## config.mk

```make
export PLATFORM = sky130hd
export DESIGN_NAME = eci_divider_cell
export DESIGN_NICKNAME = d
export VERILOG_FILES = /design/src/rtl/eci_pkg.sv /design/src/rtl/eci_divider_cell.sv
export SDC_FILE = /design/constraint.sdc
export NUM_CORES = 1
export LEC_CHECK = 0
export ABC_CLOCK_PERIOD_IN_PS = 800
export BUFFER_PORTS_ARGS = -buffer_cell sky130_fd_sc_hd__buf_2
export CAP_MARGIN = 20
export CORE_UTILIZATION = 37
export DETAILED_ROUTE_END_ITERATION = 10
export PLACE_DENSITY = 0.85
export SYNTH_ARGS = -nofsm -noshare
export SYNTH_HDL_FRONTEND = slang
export SYNTH_SLANG_ARGS = --single-unit
```

## constraint.sdc

```tcl
create_clock -name clk -period 0.8 [get_ports clk]
set_input_delay 0.04 -clock clk [delete_from_list [all_inputs] [get_ports clk]]
set_output_delay 0.04 -clock clk [all_outputs]
set_load 0.02 [all_outputs]
```

## src/rtl/eci_pkg.sv

```systemverilog
package eci_pkg;

    localparam int VALUE_WIDTH_DEF     = 16;
    localparam int FRAC_BITS_DEF       = 15;
    localparam int SINE_TABLE_BITS_DEF = 8;

    localparam logic [2:0] KIND_LINEAR      = 3'd0;
    localparam logic [2:0] KIND_EASE_IN     = 3'd1;
    localparam logic [2:0] KIND_EASE_OUT    = 3'd2;
    localparam logic [2:0] KIND_EASE_IN_OUT = 3'd3;
    localparam logic [2:0] KIND_BOOMERANG   = 3'd4;

    localparam logic [63:0] HALF_PI_Q30 = 64'd1686629713;

    // Quarter-wave sine entry in Q.30 by Taylor series, rounded to frac bits.
    // Evaluated at elaboration only, to fill the constant table.
    function automatic logic [63:0] sine_entry(input int idx, input int frac,
                                               input int tbits);
        logic [63:0] x;
        logic [63:0] x2;
        logic [63:0] term;
        logic [63:0] sum;
        logic [63:0] e;
        logic [63:0] one;
        x    = (HALF_PI_Q30 * 64'(idx)) >> tbits;
        x2   = (x * x) >> 30;
        term = x;
        sum  = x;
        one  = 64'd1 << frac;
        for (int k = 1; k <= 9; k++)
        begin
            term = ((term * x2) >> 30) / 64'((2 * k) * (2 * k + 1));
            if ((k & 1) != 0)
                sum = sum - term;
            else
                sum = sum + term;
        end
        e = (sum + (64'd1 << (29 - frac))) >> (30 - frac);
        return (e > one) ? one : e;
    endfunction

endpackage

```

## src/rtl/eci_divider_cell.sv

```systemverilog
// One restoring-division step: shifts the partial remainder, subtracts the
// divisor where it fits, and hands everything on to the next cell.
module eci_divider_cell #(
    parameter int FRAC_BITS   = eci_pkg::FRAC_BITS_DEF,
    parameter int VALUE_WIDTH = eci_pkg::VALUE_WIDTH_DEF
) (
    input  logic                          clk,
    input  logic                          rst_n,
    input  logic                          in_valid,
    input  logic [FRAC_BITS+2:0]          in_rem,
    input  logic [2*FRAC_BITS+1:0]        in_num,
    input  logic [FRAC_BITS+1:0]          in_den,
    input  logic [FRAC_BITS+1:0]          in_quo,
    input  logic [VALUE_WIDTH-1:0]        in_start,
    input  logic [VALUE_WIDTH:0]          in_span,
    input  logic                          in_zero,
    output logic                          out_valid,
    output logic [FRAC_BITS+2:0]          out_rem,
    output logic [2*FRAC_BITS+1:0]        out_num,
    output logic [FRAC_BITS+1:0]          out_den,
    output logic [FRAC_BITS+1:0]          out_quo,
    output logic [VALUE_WIDTH-1:0]        out_start,
    output logic [VALUE_WIDTH:0]          out_span,
    output logic                          out_zero
);
    import eci_pkg::*;

    logic [FRAC_BITS+3:0] shifted;
    logic [FRAC_BITS+3:0] diff;
    logic                 fits;

    assign shifted = {in_rem, in_num[2*FRAC_BITS+1]};
    assign diff    = shifted - {2'b00, in_den};
    assign fits    = !diff[FRAC_BITS+3];

    always_ff @(posedge clk or negedge rst_n)
    begin
        if (!rst_n)
            out_valid <= 1'b0;
        else
            out_valid <= in_valid;
    end

    always_ff @(posedge clk)
    begin
        out_rem   <= fits ? diff[FRAC_BITS+2:0] : shifted[FRAC_BITS+2:0];
        out_num   <= {in_num[2*FRAC_BITS:0], 1'b0};
        out_den   <= in_den;
        out_quo   <= {in_quo[FRAC_BITS:0], fits};
        out_start <= in_start;
        out_span  <= in_span;
        out_zero  <= in_zero;
    end

endmodule

```

==> impl_results.md <==
- Status: complete, but fails checks
- Failing checks: negative setup slack
- Placed cell areas: 5520 um^2
- Maxcap violations: 0
- Pwr Density: 2308 nW/um^2
- GP Congestion: 0.8806
- Crit end category: flop
- Overflow after GRT: 0
- Nets: 857
- PortBufs: 237
- Largest stage delay on the critical path: 0.40 ns
- Critical path startpoint: in_den[13]
- Die width: 101.6 um
- Sequential Power Share: 34.5%
- Worst Path Arrival: 2.19 ns
- Top fanout value on the critical path: 8
- Hold Path Depth: 5
- Die height: 101.6 um
- Vias in the first global route: 4,900
- Setup slack at placement: -1.296 ns
- Synth Area in Simple Gates: 5.012%
- Area share of the largest cell type after synthesis: 63.83%
- Post-Synth XOR/XNOR Area: 3.819%
- Initial antenna violation count: 1
- Main combinational cell family by area after synthesis: compound AO/OA/AOI/OAI gates
- CP required: 1.21 ns
- Final Slew Violations: 0
- First-pass GRT wire length: 31.02 mm
- # setup viols final: 137
- Boundary pin count: 240
- #FFs+latches synth: 118
- ANT nets after route: 0
- Switching part of the total power: 30.73%
- Avg Vias per Cell: 5.267
- Final Power: 0.01959 W
- Post-route insts no fill: 863
- Reg area: 2516 um^2
- Final critical-path share of the clock period: 222.5%
- Syn nets: 422
- Clock power share: 41.1%
- Die ar.: 10,320 um^2
- Critical-path cell list: buf_8 -> inv_4 -> ha_4 -> a21oi_4 -> o21ai_4 -> a2111oi_4 -> nand3_2 -> xor2_4 -> buf_8 -> mux2_4
- Tmin final: 1.780 ns
- P&R area growth vs syn: 131.4%
- Crit path launch type: input port
- Synth Flop Type: dfxtp_1
- H-Tree Level Count: 4
- Cell count after placement: 700
- EDFF count, synth: 0
- P_int: 0.01357 W
- Post-synth top area cell: dfxtp_1
- CTS Buf Count: 17
- GRT Util Overall: 43.01%
- Max stage delay cell, worst path: a2111oi_4
- CTS tree: built
- Footprint of the multi-input gates: 1426 um^2
- Synthesis Warnings: 0
- Sequential area share after synthesis: 64.51%
- # DRC: 0
- RSZ-0062 raised after global routing: true
- Clock Path Buffers: 2
- Avg Inst Size Synth: 12.97 um^2
- Post-route design area: 8491 um^2
- Dominant cells by area after synthesis: dfxtp_1 64%, ha_1 5.8%, mux2_4 5.7%
- Clock root cell: clkbuf_8
- Cells after Synth: 283
- Share of cells above drive strength 1: 69.49%
- Clk sink count: 118
- Post-synth ARST share: 0.8475%
- Starting Density: 38.98%
- Via count: 4,545
- Synth cell types: 48
- Core area: 9415 um^2
- Drt first pass iters: 5
- Final hold vios: 0
- Most frequent CP cell: buf_8
- Psw: 0.006022 W
- Fmax: 0.5618 GHz
- HP Start: in_rem[15]
- Detailed Route Iter0 Violations: 297
- Filler cells: 286
- Mux cell area share after synthesis: 6.273%
- Post-synthesis compound-gate area fraction: 10.19%
- Max VDD drop: 0.001946 V
- Final WL: 23.00 mm
- Final setup margin: -0.9801 ns
- Crit Path Class: in2reg
- Routed length per instance: 26.65 um
- Gate power share: 24.5%
- Top-count cell post-synth: dfxtp_1
- Post-Synth Adder-Cell Area: 6.342%
- Setup tns final: -43.87 ns
- Hold/Removal Path Class: in2reg
- DP Wirelength: 9.650 mm
- Commonest cells in the synthesized netlist: 117 x dfxtp_1, 19 x inv_1, 17 x ha_1
- Synth Cell Area: 3670 um^2
- Clock transition at path regs: 0.07 ns
- Leak pwr: 3.986 nW
- Largest net degree at the start of global routing: 17
- # rows: 35
## through the flow
stage	hold slack, ns	utilization, %
3_3_place_gp	-0.1755	58.63
4_1_cts	0.04249	88.49
5_1_grt	0.09048	90.13
2_1_floorplan	-0.2556	-
6_report	0.1029	90.18
3_5_place_dp	-0.1683	58.63
## cells in the final DEF, fill, tap and decap left out, types with 2 or more instances in the layout
| cell type | count |
|---|---|
| o211ai_1 | 2 |
| bufinv_16 | 2 |
| mux2i_1 | 2 |
| o2111a_1 | 2 |
| buf_2 | 115 |
| diode_2 | 3 |
| dfxtp_2 | 116 |
| nor3_1 | 2 |
| inv_1 | 14 |
| nor2_1 | 11 |
| o21a_1 | 4 |
| ha_1 | 7 |
| o21ai_0 | 3 |
| xor2_1 | 4 |
| dlygate4sd3_1 | 120 |
| nand2_1 | 7 |
| a21o_1 | 6 |
| clkinvlp_4 | 2 |
| nand3_1 | 2 |
| nand4_1 | 2 |
| mux2_4 | 14 |
| xnor2_2 | 2 |
| clkbuf_16 | 16 |
| inv_6 | 7 |
| a211oi_1 | 2 |
| buf_8 | 3 |
| xnor2_1 | 9 |
| inv_4 | 3 |
| ha_4 | 9 |
| a21oi_1 | 8 |
| o21ai_2 | 2 |
| a211oi_2 | 2 |
| inv_8 | 3 |
| o21ai_1 | 2 |
| buf_6 | 125 |
| buf_4 | 62 |
| a21oi_4 | 4 |
## sequential cells by signal, summed over array words and instances, names as in the netlist
register and cells:
out_rem 18, out_span 17, out_zero 1, out_num 31
out_quo 17, out_den 17, out_valid 1, out_start 16
## kinds of logic (layout without fill, tap and decap cells)
logic type / count (synthesis) / in the layout
flops: 118 / 118
compound gates: 49 / 49
simple gates: 37 / 37
buf+inv: 28 / 476
fa+ha+maj: 18 / 18
xor+xnor: 16 / 16
mux: 16 / 16
other cells: 1 / 4
## per-layer routing
| metal | vias up | wire [um] | track usage (%) |
|---|---|---|---|
| met5 | - | 0 | 1.442 |
| met4 | 0 | 1912 | 34.67 |
| met3 | 145 | 2175 | 16.49 |
| met2 | 387 | 11050 | 69.75 |
| met1 | 2180 | 7858 | 44.36 |
| li1 | 1833 | - | - |
## area by class of cell
| type | count | area share (%) |
|---|---|---|
| repair buffers | 425 | 43.52 |
| inverters | 19 | 1.076 |
| flip-flops and latches | 118 | 29.63 |
| well taps | 129 | 1.901 |
| clock buffers | 17 | 4.878 |
| multi-input cells | 137 | 16.80 |
| diodes | 3 | 0.08842 |
| clock inverters | 15 | 2.107 |
## final timing paths
path,endpoint,slack [ns]
setup / recovery,out_rem[16],-0.98
hold / removal,out_rem[17],0.10
max in group asynchronous,out_valid,0.33
min in group asynchronous,out_valid,0.37
## worst max-delay path, delay by kind of cell
kind | cells | cell delay (ns)
AND/OR/NAND/NOR | 1 | 0.24
AO/OA/AOI/OAI | 3 | 0.69
adder cells (fa/ha/maj) | 1 | 0.22
multiplexers | 1 | 0.32
buffers and inverters | 3 | 0.35
XOR/XNOR | 1 | 0.33
## what timing repair did
action / CTS / global route
pin swaps: 10 / 6
resized for setup: 368 / 26
buffers inserted: 4 / 4
hold buffers: 120 / 0
endpoints found under the setup margin: 137 / 137
endpoints found under the hold margin: 118 / 0
## power groups by stage
stage                     clock network [W]  registers [W]  logic [W]
after global placement                    0        0.00658    0.00301
after global routing                0.00835        0.00676    0.00491
final                               0.00805        0.00675    0.00479
after detailed placement                  0        0.00659    0.00308
after floorplan                           0        0.00719    0.00113
after CTS                           0.00772        0.00667    0.00420
Power figures use the tool's default switching activity.
